**config.mk**
```make
export PLATFORM = sky130hd
export DESIGN_NAME = dtni_front
export DESIGN_NICKNAME = d
export VERILOG_FILES = /design/src/design/dtni_pkg.sv /design/src/design/dtni_front.sv
export SDC_FILE = /design/constraint.sdc
export NUM_CORES = 1
export LEC_CHECK = 0
export ABC_CLOCK_PERIOD_IN_PS = 1600
export BUFFER_PORTS_ARGS = -buffer_cell sky130_fd_sc_hd__buf_2
export CORE_MARGIN = 1
export CORE_UTILIZATION = 35
export DETAILED_ROUTE_END_ITERATION = 16
export GPL_TIMING_DRIVEN = 1
export PLACE_DENSITY = 0.68
export SYNTH_ARGS = -nofsm -noshare
export SYNTH_HDL_FRONTEND = slang
export SYNTH_SLANG_ARGS = --single-unit
```
**constraint.sdc**
```tcl
create_clock -name clk -period 1.6 [get_ports clk]
set_input_delay 0.08 -clock clk [delete_from_list [all_inputs] [get_ports clk]]
set_output_delay 0.08 -clock clk [all_outputs]
set_load 0.01 [all_outputs]
```
**src/design/dtni_pkg.sv**
```systemverilog
package dtni_pkg;

  localparam int IDX_W       = 10;
  localparam int TABLE_DEPTH = 1024;
  localparam int CNT_W       = 11;
  localparam int LABEL_W     = 8;
  localparam int PID_W       = 16;
  localparam int BASE_W      = 2;
  localparam int IN_DATA_W   = 32;
  localparam int OUT_DATA_W  = 80;
  localparam int QUEUE_DEPTH = 4;
  localparam int QPTR_W      = $clog2(QUEUE_DEPTH);
  localparam int QCNT_W      = QPTR_W + 1;

  localparam logic [LABEL_W-1:0] ROOT_LABEL = 8'd33;

  typedef enum logic {
    OP_INSERT = 1'b0,
    OP_READ   = 1'b1
  } op_t;

  typedef logic [3:0][IDX_W-1:0] child_vec_t;

  typedef struct packed {
    op_t               op;
    logic [BASE_W-1:0] base;
    logic [PID_W-1:0]  pid;
    logic              last;
    logic [IDX_W-1:0]  ridx;
  } cmd_t;

  typedef struct packed {
    logic full;
    logic empty;
  } q_stat_t;

  typedef struct packed {
    logic [IDX_W-1:0]   node_index;
    logic               created;
    logic               table_full;
    logic               index_valid;
    logic [LABEL_W-1:0] label;
    logic [PID_W-1:0]   entry_id;
    logic               has_id;
    child_vec_t         child;
  } res_t;

  typedef enum logic [2:0] {
    BK_IDLE,
    BK_RD_WAIT,
    BK_LOOK,
    BK_NEW,
    BK_EMIT,
    BK_SEND
  } bk_state_t;

endpackage

```
**src/design/dtni_front.sv**
```systemverilog
module dtni_front
  import dtni_pkg::*;
(
  input  logic                 clk,
  input  logic                 rst_n,
  input  logic                 in_tvalid,
  output logic                 in_tready,
  input  logic [IN_DATA_W-1:0] in_tdata,
  input  logic                 in_tuser,
  input  logic                 in_tlast,
  input  q_stat_t              q_stat,
  output logic                 push,
  output cmd_t                 cmd
);

  logic valid_r, valid_nxt;
  cmd_t cmd_r, cmd_nxt;
  logic accept;

  assign push      = valid_r && !q_stat.full;
  assign in_tready = !valid_r || !q_stat.full;
  assign accept    = in_tvalid && in_tready;
  assign cmd       = cmd_r;

  // fields that do not apply to the item's kind are dropped here
  always_comb begin
    cmd_nxt   = cmd_r;
    valid_nxt = valid_r;
    if (accept) begin
      valid_nxt   = 1'b1;
      cmd_nxt.op  = op_t'(in_tuser);
      if (in_tuser == OP_READ) begin
        cmd_nxt.base = '0;
        cmd_nxt.pid  = '0;
        cmd_nxt.last = 1'b0;
        cmd_nxt.ridx = in_tdata[27:18];
      end else begin
        cmd_nxt.base = in_tdata[1:0];
        cmd_nxt.pid  = in_tdata[17:2];
        cmd_nxt.last = in_tlast;
        cmd_nxt.ridx = '0;
      end
    end else if (push) begin
      valid_nxt = 1'b0;
    end
  end

  always_ff @(posedge clk) begin
    if (!rst_n) begin
      valid_r <= 1'b0;
    end else begin
      valid_r <= valid_nxt;
    end
  end

  always_ff @(posedge clk) begin
    cmd_r <= cmd_nxt;
  end

endmodule

```
; ---- Word level (Yosys, flattened, before mapping)
; Index checks and enable logic that the tools add are counted.
[totals]
reg_bits = 31
inputBits = 39
out_inout_bits = 32
wordCells = 14
[op_classes]
n_mux = 2
n_reduce_logical = 6
[ops]
columns = operator, n
row1 = $logic_and A1 B1 Y1, 2
row2 = $logic_not A1 Y1, 2
row3 = $mux W1, 2
row4 = $reduce_bool A2 Y1, 1
row5 = $logic_or A1 B1 Y1, 1

; ---- Logic depth before layout (Yosys ltp)
[logic_depth]
word_depth = 4
ltp_mapped = 3

; ---- Worst setup path before layout
; No wires, ideal clock.
[synth_path]
kind = flip-flop to flip-flop
from = register valid_r
to = register cmd_r (netlist bit cmd[0]), enable pin
t_arrival_ns = 1.188
t_required_ns = 1.210
path_slack_ns = 0.022
stages_incl_launch_ff = 3
n_path_buf = 0
cell_sequence = dfxtp_1 nand2_1 and2_1
[synth_via]
elab_chain_len = 3
[synth_rtl]
columns = item, line
row1 = from (decl), dtni_front.sv:16  ; logic valid_r, valid_nxt;
row2 = from (signal assigned), dtni_front.sv:52  ; valid_r <= valid_nxt;
row3 = $logic_not A1 Y1, dtni_front.sv:21  ; assign in_tready = !valid_r || !q_stat.full;
row4 = $logic_or A1 B1 Y1, dtni_front.sv:21
row5 = net in_tready, dtni_front.sv:7  ; output logic in_tready,
row6 = $logic_and A1 B1 Y1, dtni_front.sv:22  ; assign accept = in_tvalid && in_tready;
row7 = net accept, dtni_front.sv:18  ; logic accept;
row8 = to (signal assigned), dtni_front.sv:57  ; cmd_r <= cmd_nxt;
row9 = to (decl), dtni_front.sv:17  ; cmd_t cmd_r, cmd_nxt;
; The timed path passes the listed nets, and every way through them passes these cells.
; A chain may end at the register's enable or synchronous reset.

; ---- Worst setup path in the final report
[layout_path]
from = input port rst_n
to = register valid_r
[layout_lines]
columns = item, line
row1 = from (decl), dtni_front.sv:5  ; input logic rst_n,
; No word-level cell between the ends.

==> out/results.md <==
* outcome: completed
* clock insertion delay at the later pin of the skew report: 310 ps
* pre-CTS worst setup slack: 487 ps
* drt total wl: 2.02 mm
* routed wire length per instance: 10.7 um
* Peak supply drop: 503 uV
* TritonCTS buffer count: 5
* number of setup buffers added after CTS: 0
* hold path endpoint: cmd[6]
* Boundary Pins: 71
* worst reg2reg setup slack: 440 ps
* initial antenna violation count: 0
* main combinational cell family by area after synthesis: simple AND/OR/NAND/NOR gates
* worst-case setup margin in the final layout: 417 ps
* Worst Path Required: 1800 ps
* register area share after synthesis: 72.9%
* Clock Pin Slew Worst Setup and Hold Paths: 90 ps
* library cell appearing most often on the critical path: dlygate4sd3_1
* post-synthesis cell count: 68
* portion of the clock cycle consumed by the worst path in the final layout: 73.9%
* leakage power figure: 0.777 nW
* Max-Slew Margin vs Limit: 81.5%
* area fraction in compound gates after synthesis: 0.396%
* ANT nets after route: 0
* mean post-synth cell area: 18.6 um2
* Die ar.: 3860 um2
* number of antenna repair diodes: 0
* HP Class: primary input to flip-flop
* final routed DRC violation total: 0
* via density per instance: 4.16
* total global-route track usage: 11.4%
* Pins Over Slew Limit: 0
* Post-Synthesis Cell Area: 1260 um2
* maximum number of pins on one net before global-route repair: 22
* via count: 783
* Worst Hold Depth: 2
* initial cell density of the core: 37.3%
* Final setup violation count: 0
* hold bufs inserted after CTS: 2
* number of cell rows: 21
* XOR/XNOR Fraction of Synth Area: 0%
* hold path startpoint: in_tdata[24]
* basic-gate share of the synthesized area counting and, or, nand and nor cells: 23.9%
* transition time of the tightest slew-check pin: 277 ps
* setup repair after global routing missed its margin: no
* Top Family by Delay on Critical Path: buffers and inverters
* Fmax: 0.845 GHz
* via count of the first global-routing pass: 706
* Port Buffers: 65
* cell area power density: 919 nW/um2
* Post-Synthesis Net Count: 107
* worst clock skew: 7.67 ps
* Crit. End Element: flip-flop
* # Max-Cap Violations: 0
* CP Cell Sequence: dlygate4sd3_1, buf_2, nor2b_1, dlygate4sd3_1
* category of the worst setup path launch point: primary input
* number of hold violations in the final report: 0
* FF-to-FF path depth: 3
* Routability Congestion: 0.642
* area growth from synthesis to final layout: 34.5%
* buffer depth of the longest clock path: 2
* FF-to-FF Start: valid_r
* clock root buffer master: clkbuf_4
* final critical path time including I/O delays and setup: 1180 ps
* Post-Route Setup TNS: 0 ps
* Layout Nets: 181
* number of detailed-route iterations in the first pass: 2
* post-synthesis mux area share: 0%
* Synth Area in Adders: 0%
* data arrival time of the worst path: 1380 ps
* critical register-to-register path endpoint: valid_r
* number of H-tree branching levels: 2
* wire length of the first global-routing pass: 2.92 mm
* Unique masters post-synth: 11
* chip width: 62.1 um
* leftover overflow at the end of global routing: 0
* maximum single-stage delay on the critical path: 550 ps
* Initial DRC Count: 11
* number of storage elements in the synthesis netlist: 31
* share of cells above drive strength 1: 65.5%
* Chip Height: 62.1 um
* area of the core region: 3390 um2
* TritonCTS clock tree: yes
* Critical Path Slowest Stage Cell: dlygate4sd3_1
* number of sinks on the clock net: 31
* path type of the worst setup path: primary input to flip-flop
* CTS-repair resized insts: 0
* sum of buffers and inverters on the critical path: 3
* highest net fanout along the worst path: 1
* Synth Warn #: 0
-- cell usage after synthesis --
cell | count | area share (%)
buf_6 | 1 | 0.89
nor2b_4 | 10 | 11
a21oi_1 | 1 | 0.40
and2_1 | 11 | 5.4
clkbuf_2 | 1 | 0.40
nand2_1 | 1 | 0.30
nor2b_1 | 2 | 0.99
edfxtp_1 | 30 | 71
and2b_2 | 9 | 6.2
dfxtp_1 | 1 | 1.6
buf_12 | 1 | 1.6
-- per-layer routing --
metal  part of all wire (%)  global-route usage, %  up-vias
li1                       -                      -      381
met1                     35                   11.0      349
met2                     51                   18.7       47
met3                     13                   7.45        6
met4                    1.5                   5.71        0
met5                      0                      0        -
-- state kept, by name (all words and copies together), names as in the netlist --
register	count
cmd	30
valid_r	1
-- power breakdown --
part / total, W / leakage (nW) / internal (W) / switching, W
sequential: 0.000962 / 0.307 / 0.000950 / 0.0000115
combinational: 0.000205 / 0.441 / 0.000108 / 0.0000970
clock: 0.000395 / 0.0285 / 0.000155 / 0.000240
total: 0.00156 / 0.777 / 0.00121 / 0.000349
-- logic make-up (layout without fill, tap and decap cells) --
logic type,Yosys count,after routing
AND/OR/NAND/NOR,33,33
flip-flops,31,31
buffers and inverters,3,77
AO/OA/AOI/OAI,1,1
-- layout by cell type, fill, tap and decap left out --
cell / Yosys / final
clkbuf_4: 0 / 5
nor2b_4: 10 / 10
buf_4: 0 / 3
buf_2: 0 / 65
clkinv_2: 0 / 1
clkinv_1: 0 / 1
dfxtp_1: 1 / 1
and2_1: 11 / 11
edfxtp_1: 30 / 30
and2b_2: 9 / 9
nor2b_1: 2 / 2
dlygate4sd3_1: 0 / 2
a21oi_1: 1 / 1
nand2_1: 1 / 1
-- worst reg2reg max path: stages (launching register included) --
cell and delay (ps):
dfxtp_1 330, a21oi_1 120, nor2b_1 50, dlygate4sd3_1 550
-- worst max path at each step --
stage,cells after the start,from,endpoint
CTS,3,valid_r,valid_r
detailed placement,3,valid_r,cmd[11]
global placement,3,valid_r,cmd[12]
finish,4,rst_n,valid_r
global route,3,valid_r,valid_r
floorplan,2,valid_r,cmd[0]
-- layout make-up --
type,count,area [um2]
Clock buffer,5,37.5
Clock inverter,2,8.76
Fill cell,305,1690
Multi-Input combinational cell,34,307
Sequential cell,31,921
Tap cell,46,57.6
Timing Repair Buffer,70,368
-- through the flow --
step / power [W] / util (%) / hold WS (ps) / cell area, um2 / std cells
2_1_floorplan: 0.00109 / - / 179 / 1260 / 68
3_3_place_gp: 0.00118 / 48.2 / 292 / 1630 / 179
3_5_place_dp: 0.00119 / 48.2 / 310 / 1630 / 179
4_1_cts: 0.00160 / 50.1 / 25.5 / 1700 / 188
5_1_grt: 0.00165 / 50.1 / 26.1 / 1700 / 188
6_report: 0.00156 / 50.1 / 43.2 / 1700 / 188
Power figures use the tool's default switching activity.
