File: src/design/dtni_pkg.sv
package dtni_pkg;

  localparam int IDX_W       = 10;
  localparam int TABLE_DEPTH = 1024;
  localparam int CNT_W       = 11;
  localparam int LABEL_W     = 8;
  localparam int PID_W       = 16;
  localparam int BASE_W      = 2;
  localparam int IN_DATA_W   = 32;
  localparam int OUT_DATA_W  = 80;
  localparam int QUEUE_DEPTH = 4;
  localparam int QPTR_W      = $clog2(QUEUE_DEPTH);
  localparam int QCNT_W      = QPTR_W + 1;

  localparam logic [LABEL_W-1:0] ROOT_LABEL = 8'd33;

  typedef enum logic {
    OP_INSERT = 1'b0,
    OP_READ   = 1'b1
  } op_t;

  typedef logic [3:0][IDX_W-1:0] child_vec_t;

  typedef struct packed {
    op_t               op;
    logic [BASE_W-1:0] base;
    logic [PID_W-1:0]  pid;
    logic              last;
    logic [IDX_W-1:0]  ridx;
  } cmd_t;

  typedef struct packed {
    logic full;
    logic empty;
  } q_stat_t;

  typedef struct packed {
    logic [IDX_W-1:0]   node_index;
    logic               created;
    logic               table_full;
    logic               index_valid;
    logic [LABEL_W-1:0] label;
    logic [PID_W-1:0]   entry_id;
    logic               has_id;
    child_vec_t         child;
  } res_t;

  typedef enum logic [2:0] {
    BK_IDLE,
    BK_RD_WAIT,
    BK_LOOK,
    BK_NEW,
    BK_EMIT,
    BK_SEND
  } bk_state_t;

endpackage

File: src/design/dtni_queue.sv
module dtni_queue
  import dtni_pkg::*;
(
  input  logic    clk,
  input  logic    rst_n,
  input  logic    push,
  input  cmd_t    cmd_in,
  input  logic    pop,
  output cmd_t    cmd_out,
  output q_stat_t q_stat
);

  cmd_t              q_mem [QUEUE_DEPTH];
  logic [QPTR_W-1:0] wr_ptr_r, wr_ptr_nxt;
  logic [QPTR_W-1:0] rd_ptr_r, rd_ptr_nxt;
  logic [QCNT_W-1:0] cnt_r, cnt_nxt;

  assign q_stat.full  = (cnt_r == QCNT_W'(QUEUE_DEPTH));
  assign q_stat.empty = (cnt_r == '0);
  assign cmd_out      = q_mem[rd_ptr_r];

  always_comb begin
    wr_ptr_nxt = push ? wr_ptr_r + 1'b1 : wr_ptr_r;
    rd_ptr_nxt = pop  ? rd_ptr_r + 1'b1 : rd_ptr_r;
    cnt_nxt    = cnt_r;
    if (push && !pop) begin
      cnt_nxt = cnt_r + 1'b1;
    end else if (pop && !push) begin
      cnt_nxt = cnt_r - 1'b1;
    end
  end

  always_ff @(posedge clk) begin
    if (!rst_n) begin
      wr_ptr_r <= '0;
      rd_ptr_r <= '0;
      cnt_r    <= '0;
    end else begin
      wr_ptr_r <= wr_ptr_nxt;
      rd_ptr_r <= rd_ptr_nxt;
      cnt_r    <= cnt_nxt;
    end
  end

  always_ff @(posedge clk) begin
    if (push) begin
      q_mem[wr_ptr_r] <= cmd_in;
    end
  end

endmodule

File: config.mk
export PLATFORM = sky130hd
export DESIGN_NAME = dtni_queue
export DESIGN_NICKNAME = d
export VERILOG_FILES = /design/src/design/dtni_pkg.sv /design/src/design/dtni_queue.sv
export SDC_FILE = /design/constraint.sdc
export NUM_CORES = 1
export LEC_CHECK = 0
export ABC_AREA = 1
export BUFFER_PORTS_ARGS = -buffer_cell sky130_fd_sc_hd__buf_2
export CAP_MARGIN = 15
export CORE_MARGIN = 1
export CORE_UTILIZATION = 55
export CTS_CLUSTER_SIZE = 10
export DETAILED_ROUTE_END_ITERATION = 8
export PLACE_DENSITY = 0.81
export SLEW_MARGIN = 20
export SYNTH_ARGS = -nofsm -noshare
export SYNTH_HDL_FRONTEND = slang
export SYNTH_SLANG_ARGS = --single-unit
File: constraint.sdc
create_clock -name clk -period 2.9 [get_ports clk]
set_input_delay 0.29 -clock clk [delete_from_list [all_inputs] [get_ports clk]]
set_output_delay 0.29 -clock clk [all_outputs]
set_load 0.01 [all_outputs]
# Word level (Yosys, flattened, before mapping)
# Memory sizes are Yosys's and may differ from the RTL's. A register that Yosys moved wholly into a read port is not among the register bits.
# Index checks and enable logic that the tools add are counted.
# totals
register_bits,7
ram_bits,120
input_bits,34
out_inout_bits,32
wordCells,21
mem_count,1
# op_classes
n_addsub,4
eq_ne,1
muxes,6
n_reduce_logical,6
# memory_table
memory,words,word_bits,rd,rd_ports_with_merged_regs,write_ports,line,rtl
q_mem,4,30,1,1,1,dtni_queue.sv:13,cmd_t q_mem [QUEUE_DEPTH];
# op_table
operator,count
$mux 3,2
$add 2x1->2 const B,2
$mux 2,2
$add 3x1->3 const B,1
$eq 3x3->1 const B,1
$logic_not 3->1,1
$sub 3x1->3 const B,1
$logic_and 1x1->1,2
$logic_not 1->1,2
$mux 1,2
$reduce_bool 2->1,1

# Longest topological paths before layout
# Gate-level depths: netlist (run 1).
# depth
word_depth,4
mapped_depth,10
depth_no_buf,10

# Worst setup path after synthesis (run 1)
# OpenSTA, ideal clock, no wires.
# synth_path
path_kind,register -> register
startpoint,register wr_ptr_r[0]
endpoint,"memory q_mem[2][0] in the netlist's numbering, enable pin"
setup_time_ns,0.385
t_arrival_ns,1.184
required_time_ns,2.515
slack_ns,1.331
stages_incl_launch_ff,5
period_less_slack_ns,1.569
path_cell_list,dfxtp_1 -> inv_1 -> ha_1 -> nand2_1 -> inv_1
# synth_rtl
item,line,rtl
start: declaration,dtni_queue.sv:14,"logic [QPTR_W-1:0] wr_ptr_r, wr_ptr_nxt;"
start signal: assignment,dtni_queue.sv:39,wr_ptr_r <= wr_ptr_nxt;
end: declaration,dtni_queue.sv:13,
# Straight into the memory's write port.

==> results.yml, run 1 <==
outcome:
  status: "complete, no violations"
sta:
  clock_skew_ns: 0.003886
  fin_hold_ws_ns: 0.01528
  finalSetupViolations: 0
  tightest_slew_ns: 1.009
  finalWorstPathRequiredPeriod_ns: 2.500
  max_slew_margin: 0.3266
  drv_slew: 0
  finalCritPeriodShare: 0.8621
  fmax_ghz: 0.4000
  rsz0062_at_grt: "false"
  finalHoldViolations: 0
  setup_tns_ns: 0
cts:
  clock_path_buffers: 2
  clock_sinks: 129
  cts_tree: "yes"
  clk_pin_slew_worst_paths_ns: 0.06
  root_buffer: "clkbuf_8"
  insertion_delay_ns: 0.50
  htreeDepth: 4
  cts-resized-gates: 0
  cts-buffers-inserted: 17
placed_design:
  gp_congestion: 0.7513
  portBuffers: 65
  dp_cells: 510
  dpl.hpwl_mm: 5.220
synthesis:
  ys_types: 18
  seq_area_frac_synth: 0.7660
  synth_warnings: 0
  syn-num-nets: 389
  syn_area_per_cell_um2: 14.15
  async_reset_ff_frac: 0
  syn_inst: 349
  ys_ff_latch: 129
  synth_flop_cell: "edfxtp_1"
  syn_area_um2: 4940
  synth_edf_count: 120
setup_path:
  path_class: "reg2out"
  crit_arrival_ns: 2.21
  startpoint_type: "flop"
  slowest_stage: "inv_1"
  critPathRequiredTime_ns: 2.61
  path_cells: "inv_1, o21ai_1, o22ai_1, buf_2"
  cp_max_fo: 30
  worstSetupEndpointType: "primary output"
  timing.critical_path.slowest_cell_delay_ns: 0.74
layout:
  nets: 485
  antenna_cells: 0
  nFillCells: 578
  areaGrowthSynthToFinish_pct: 23.35
  instances_no_fill: 566
  drive_gt1_frac: 0.2314
  final_util: 0.6987
floorplanning:
  coreArea_um2: 8721
  die_x_um: 96.77
  rows: 34
  die_h_um: 96.77
  start_util: 0.5664
  fp.dieArea_um2: 9364
  ios: 66
run:
  maxCapViolCount: 0
routing:
  drt-initial-drc-count: 236
  drc_errors: 0
  viasPerCell: 5.544
  drtAntennaViolNets: 0
  wire_per_inst_um: 16.90
  vias: 3138
  drt_pre_antenna_iters: 4
  routed_wl_mm: 9.566
global_route:
  grt_first_pass_wirelength_mm: 15.35
  antenna_found_initial: 0
  gr-total-overflow: 0
  grt_use_total: 0.2162
  first_global_vias: 3103
  grt_max_degree: 61
power_and_ir_drop:
  vdd_drop_max_mv: 0.4889
  p_per_area_nw_per_um2: 742.5
  power_uw: 4524
  p_leak_uw: 0.002259
min_path:
  worst_hold_path_type: "in2reg"
-- critical path: cells and delay by family (launching register included) --
| kind | cells | cell delay [ns] |
|---|---|---|
| buf+inv | 2 | 0.93 |
| flops | 1 | 0.33 |
| compound gates | 2 | 0.45 |
-- logic make-up after synthesis --
family | share of synthesized area
flip-flops | 0.7660
AO/OA/AOI/OAI | 0.1089
buffers and inverters | 0.04787
adder cells (fa/ha/maj) | 0.01672
AND/OR/NAND/NOR | 0.06054
-- registers in the layout (all words and copies together) (netlist names), named ones only --
| signal | cells |
|---|---|
| q_mem | 120 |
| cnt_r | 3 |
| rd_ptr_r | 2 |
| wr_ptr_r | 2 |
-- layer usage --
layer,GRT usage,wire [µm],up-vias
li1,-,-,1486
met1,0.2700,4042,1531
met2,0.3711,4975,105
met3,0.04046,429,16
met4,0.09185,119,0
met5,0,0,-
-- final timing paths --
check / startpoint / to / slack [ns] / depth (start not counted)
max: flop / cmd_out[20] / 0.40 / 4
min: cmd_in[6] / q_mem[3][6] / 0.02 / 1
max reg2reg: wr_ptr_r[0] / q_mem[2][1] / 1.00 / 5
min reg2reg: rd_ptr_r[1] / flop / 0.46 / 1
-- cells in the mapped netlist (2+ instances only) --
library cell  number  area (µm²)
ha_1               5       62.56
nor3_1             2       10.01
inv_1             16       60.06
buf_2              6       30.03
o21ai_1           30       150.1
a21oi_1            4       20.02
buf_4              3       22.52
o21ai_0           36       180.2
edfxtp_1         120        3603
buf_6             10       112.6
nor2_1            65       244.0
dfxtp_1            9       180.2
o22ai_1           30       187.7
nand2_1            9       33.78
-- layout make-up --
type / count / area [µm²] / area share
clock buffer: 17 / 414.1 / 0.06797
tap: 108 / 135.1 / 0.02218
multi-input combinational: 184 / 919.6 / 0.1509
timing repair buffer: 96 / 618.1 / 0.1014
inverter: 17 / 71.32 / 0.01170
sequential: 129 / 3785 / 0.6212
clock inverter: 15 / 150.1 / 0.02464
-- where the power goes --
part           total [µW]  internal [µW]  switching, µW
clock                1970           1160            813
combinational         393            149            244
sequential           2160           2120           34.8
-- stage by stage --
| stage | setup WS [ns] | cell area, µm² |
|---|---|---|
| 6_report | 0.3999 | 6093 |
| 3_5_place_dp | 0.9689 | 5289 |
| 3_3_place_gp | 1.002 | 5289 |
| 5_1_grt | 0.2753 | 6093 |
| 2_1_floorplan | 1.331 | 4940 |
| 4_1_cts | 0.3819 | 6093 |
-- layout by cell type, fill, tap and decap left out, drive strengths merged --
| cell type | netlist | layout |
|---|---|---|
| a21oi | 4 | 4 |
| buf | 19 | 72 |
| bufinv | 0 | 1 |
| clkbuf | 0 | 17 |
| clkinv | 0 | 4 |
| clkinvlp | 0 | 3 |
| dfxtp | 9 | 9 |
| dlygate4sd3 | 0 | 24 |
| edfxtp | 120 | 120 |
| fa | 1 | 1 |
| ha | 5 | 5 |
| inv | 17 | 24 |
| nand2 | 9 | 9 |
| nand3 | 1 | 1 |
| nand4 | 1 | 1 |
| nor2 | 65 | 65 |
| nor3 | 2 | 2 |
| o21ai | 66 | 66 |
| o22ai | 30 | 30 |
-- repair_timing --
item / in CTS / in global routing
setup buffers: 0 / 0
setup endpoints to repair: 0 / 0
endpoints found under the hold margin: 96 / 0
hold buffers: 24 / 0
(Power assumes the default switching activity.)
==> run 2: changes to the inputs <==
==> constraint.sdc (replaced) <==
create_clock -name clk -period 3.25 [get_ports clk]
set_input_delay 0 -clock clk [delete_from_list [all_inputs] [get_ports clk]]
set_output_delay 0 -clock clk [all_outputs]
set_load 0.01 [all_outputs]
==> run 2 against run 1 <==
  * Sequential share of layout area decreased by 1.1 points
  * Worst setup slack improved by 0.58 ns
  * Cell area is 1.8% higher
  * Clock skew rose by 0.00099 ns
  * Wire length up 0.98%
  * Via count grew 1.2%
  * Non-clock buffer count rose by 9
  * Sequential power fell by 11%
  * Count of clock-buffer cells in the layout grew 1
  * Critical endpoint unchanged
  * Largest cell class unchanged
  * Highest routed layer unchanged
==> results.yml, run 2 (synthesis results as in run 1) <==
global_route:
  antenna_found_initial: 0
  first_global_vias: 3220
  grt_max_degree: 61
  grt_use_total: 0.2216
  gr-total-overflow: 0
  grt_first_pass_wirelength_mm: 15.44
sta:
  finalHoldViolations: 0
  finalWorstPathRequiredPeriod_ns: 2.270
  finalCritPeriodShare: 0.6985
  timing.final.ws_setup_ns: 0.9799
  finalSetupViolations: 0
  setup_tns_ns: 0
  fmax_ghz: 0.4405
  drv_slew: 0
  clock_skew_ns: 0.004877
  tightest_slew_ns: 1.084
  rsz0062_at_grt: "false"
  max_slew_margin: 0.2768
routing:
  vias: 3177
  viasPerCell: 5.525
  drtAntennaViolNets: 0
  routed_wl_mm: 9.660
  drc_errors: 0
  drt-initial-drc-count: 277
  wire_per_inst_um: 16.80
  drt_pre_antenna_iters: 5
layout:
  nFillCells: 538
  nets: 494
  mostFrequentLayoutCell: "edfxtp_1"
  areaGrowthSynthToFinish_pct: 25.58
  final_util: 0.7113
  reg_top3: "q_mem: 120 flops, cnt_r: 3 flops"
  regMostFlops: "q_mem"
  drive_gt1_frac: 0.2206
  mostFrequentLayoutCells: "edfxtp_1, nor2_1, buf_2"
  antenna_cells: 0
  largest_reg_flops: 120
  multi_input_area_um2: 919.6
  ff_latch_area_um2: 3785
setup_path:
  worstSetupEndpointType: "primary output"
  cp_top_family: "buffers and inverters"
  path_class: "reg2out"
  critPathRequiredTime_ns: 3.25
  cp_max_fo: 30
  slowest_stage: "inv_1"
  startpoint_type: "flop"
  path_cells: "inv_1, o21ai_1, o22ai_1, buf_2"
  timing.critical_path.slowest_cell_delay_ns: 0.78
  crit_arrival_ns: 2.27
  crit_buf_inv: 2
power_and_ir_drop:
  p_per_area_nw_per_um2: 666.0
  clkPwrFrac: 0.447
  vdd_drop_max_mv: 0.4249
  p_sw_frac: 0.2257
  combPwrFrac: 0.087
  internal_power_uw: 3199
  share_seq_of_total_power: 0.466
  p_leak_uw: 0.002308
  switchingPower_uw: 932.3
cts:
  post_cts_buffers: 0
  root_buffer: "clkbuf_8"
  clock_path_buffers: 2
  holdBufCountCts: 34
  cts_tree: "yes"
  clk_pin_slew_worst_paths_ns: 0.06
  htreeDepth: 4
  cts-buffers-inserted: 17
  insertion_delay_ns: 0.51
  cts-resized-gates: 0
  clock_sinks: 129
outcome:
  status: "complete, no violations"
floorplanning:
  start_util: 0.5664
  fp.dieArea_um2: 9364
  die_h_um: 96.77
  rows: 34
  die_x_um: 96.77
  coreArea_um2: 8721
  ios: 66
placed_design:
  gp_congestion: 0.7098
  dpl.hpwl_mm: 5.184
  post-place-ws_ns: 1.314
  portBuffers: 65
run:
  maxCapViolCount: 0
min_path:
  worst_hold_path_type: "in2reg"
## run 2: area by class of cell
class / count / share of cell area
clock inverter: 14 / 0.02642
tap: 108 / 0.02178
sequential: 129 / 0.6101
inverter: 17 / 0.01150
clock buffer: 18 / 0.06737
timing repair buffer: 105 / 0.1146
multi-input combinational: 184 / 0.1482
## run 2: worst paths after layout
| check | start | endpoint | slack [ns] | depth (start not counted) |
|---|---|---|---|---|
| min reg2reg | rd_ptr_r[1] | flop | 0.44 | 1 |
| max | flop | cmd_out[20] | 0.98 | 4 |
| max reg2reg | wr_ptr_r[0] | q_mem[0][0] | 1.33 | 5 |
| min | cmd_in[18] | q_mem[2][18] | 0.24 | 2 |
## run 2: per-layer routing
layer  routed length (µm)  global-route usage  vias to the layer above
met2                 4830              0.3559                      138
met1                 4010              0.2700                     1510
met3                  586             0.06936                       21
met4                  232              0.1160                        0
li1                     -                   -                     1508
met5                    0                   0                        -
## run 2: power groups by stage
stage               Clock [µW]  Sequential (µW)  Combinational (µW)
finish                    1850             1930                 359
floorplan                    0             1950                 214
global placement             0             1960                 314
detailed placement           0             1960                 322
global route              1940             1930                 395
CTS                       1860             1930                 359
## run 2: metrics by stage
stage	instance area, µm²	total power, µW	hold slack, ns	cells
floorplan	4940	2160	0.09887	349
global placement	5281	2270	0.2091	509
detailed placement	5281	2281	0.2167	509
CTS	6203	4150	0.1987	575
global route	6203	4270	0.2226	575
finish	6203	4131	0.2373	575
==> run 3: changes to the inputs <==
- clock period: 3.25 -> 2.3 ns (I/O delays scaled with it)
==> run 3 against run 2 <==
  * Utilization rose by 0.82 points
  * Worst setup slack got worse by 0.78 ns
  * Register-to-register slack got worse by 0.43 ns
  * Combinational power rose by 46%
  * Clock power rose by 39%
  * Sequential power rose by 41%
  * Non-clock buffer count rose by 6
  * Count of clock-buffer cells in the layout fell by 1
  * Worst hold slack got worse by 0.00081 ns
  * Clock skew rose by 0.0085 ns
  * Sequential share of layout area fell by 0.69 points
  * Flip-flop and latch count did not move
  * Critical endpoint is now cmd_out[17]
==> results.yml, run 3 (synthesis results as in run 1) <==
outcome:
  status: "complete, no violations"
sta:
  finalSetupViolations: 0
  rsz0062_at_grt: "false"
  fmax_ghz: 0.4751
  setup_tns_ns: 0
  finalCritPeriodShare: 0.9152
  timing.final.ws_setup_ns: 0.1951
  clock_skew_ns: 0.01337
  finalHoldViolations: 0
  finalWorstPathRequiredPeriod_ns: 2.105
  max_slew_margin: 0.5909
  fin_hold_ws_ns: 0.2365
  drv_slew: 0
  tightest_slew_ns: 0.6136
setup_path:
  path_class: "reg2out"
  crit_arrival_ns: 2.10
  r2r_slack_ns: 0.90
  cp_max_fo: 31
  startpoint_type: "flop"
  critPathRequiredTime_ns: 2.30
  r2r-start: "wr_ptr_r[1]"
  worstSetupEndpointType: "primary output"
placed_design:
  dpl.hpwl_mm: 5.560
  portBuffers: 65
  dpl_cell_area_um2: 5351
  post-place-ws_ns: 0.7648
  gp_congestion: 0.7022
routing:
  wl_met3_um: 519
  drc_errors: 0
  drt_pre_antenna_iters: 4
  vias: 3125
  routed.top_layer: "met4"
  viasPerCell: 5.379
  wire_per_inst_um: 16.87
  drtAntennaViolNets: 0
  dr_wl_met2_mm: 5.304
  routed_wl_mm: 9.802
  drt-initial-drc-count: 187
  wirelength_met1_mm: 3.925
global_route:
  grt_max_degree: 61
  gr-total-overflow: 0
  antenna_found_initial: 0
  first_global_vias: 3198
  grt_use_total: 0.2240
  grt_first_pass_wirelength_mm: 15.64
power_and_ir_drop:
  switchingPower_uw: 1295
  internal_power_uw: 4528
  p_sw_frac: 0.2224
  power_uw: 5823
  vdd_drop_max_mv: 0.5728
  clkPwrFrac: 0.443
  combPwrFrac: 0.090
  share_seq_of_total_power: 0.467
  p_leak_uw: 0.002346
  p_per_area_nw_per_um2: 928.0
layout:
  areaGrowthSynthToFinish_pct: 27.03
  mostFrequentLayoutCells: "edfxtp_1, nor2_1, buf_2"
  mostFrequentLayoutCell: "edfxtp_1"
  reg_top3: "q_mem: 120 flops, cnt_r: 3 flops"
  largest_reg_flops: 120
  regMostFlops: "q_mem"
  design_area_um2: 6275
  antenna_cells: 0
  nets: 500
  drive_gt1_frac: 0.2347
cts:
  clock_sinks: 129
  post_cts_buffers: 0
  insertion_delay_ns: 0.51
  cts-buffers-inserted: 17
  cts_tree: "yes"
  cts-resized-gates: 0
  clock_path_buffers: 2
  clk_pin_slew_worst_paths_ns: 0.06
  root_buffer: "clkbuf_8"
  holdBufCountCts: 34
  htreeDepth: 4
floorplanning:
  fp.dieArea_um2: 9364
  die_h_um: 96.77
  die_x_um: 96.77
  start_util: 0.5664
  rows: 34
  coreArea_um2: 8721
  ios: 66
run:
  maxCapViolCount: 0
min_path:
  worst_hold_path_type: "in2reg"
  hp-start: "cmd_in[29]"
==> run 3: changes by cell type in the layout (fill, tap and decap cells not counted), sizes merged <==
cell,change
clkbuf,-1
buf,+6
inv,-1
clkinvlp,+1
clkinv,+1
==> run 3: per-layer routing <==
layer	vias to the layer above	global-route usage
li1	1520	-
met4	0	0.09644
met1	1486	0.2585
met3	6	0.06431
met5	-	0
met2	113	0.3895
==> run 3: worst paths after layout <==
kind                        to  depth (start not counted)
hold reg to reg    rd_ptr_r[1]                          1
hold / removal    q_mem[1][29]                          2
setup reg to reg  q_mem[1][20]                          5
setup / recovery   cmd_out[17]                          4
==> run 3: layout make-up <==
cell class | instances | area (µm²)
Tap cell | 108 | 135.1
Clock inverter | 15 | 168.9
Multi-Input combinational cell | 184 | 919.6
Timing Repair Buffer | 111 | 780.7
Fill cell | 557 | 2446
Inverter | 17 | 71.32
Sequential cell | 129 | 3785
Clock buffer | 17 | 414.1
==> run 3: critical path: stages, from the launching register on <==
cell,delay (ns)
dfxtp_2,0.72
buf_4,0.30
o21ai_0,0.14
o22ai_1,0.26
buf_2,0.18
==> run 3: power by group through the flow <==
stage	registers [µW]	clock network (µW)	logic, µW
floorplan	2750	0	302
global route	2730	2730	576
finish	2720	2580	523
global placement	2760	0	456
detailed placement	2770	0	472
CTS	2720	2620	524
==> run 3: stage by stage <==
step	cells	utilization
6_report	581	0.7195
5_1_grt	581	0.7195
2_1_floorplan	349	-
3_3_place_gp	515	0.6136
3_5_place_dp	515	0.6136
4_1_cts	581	0.7195
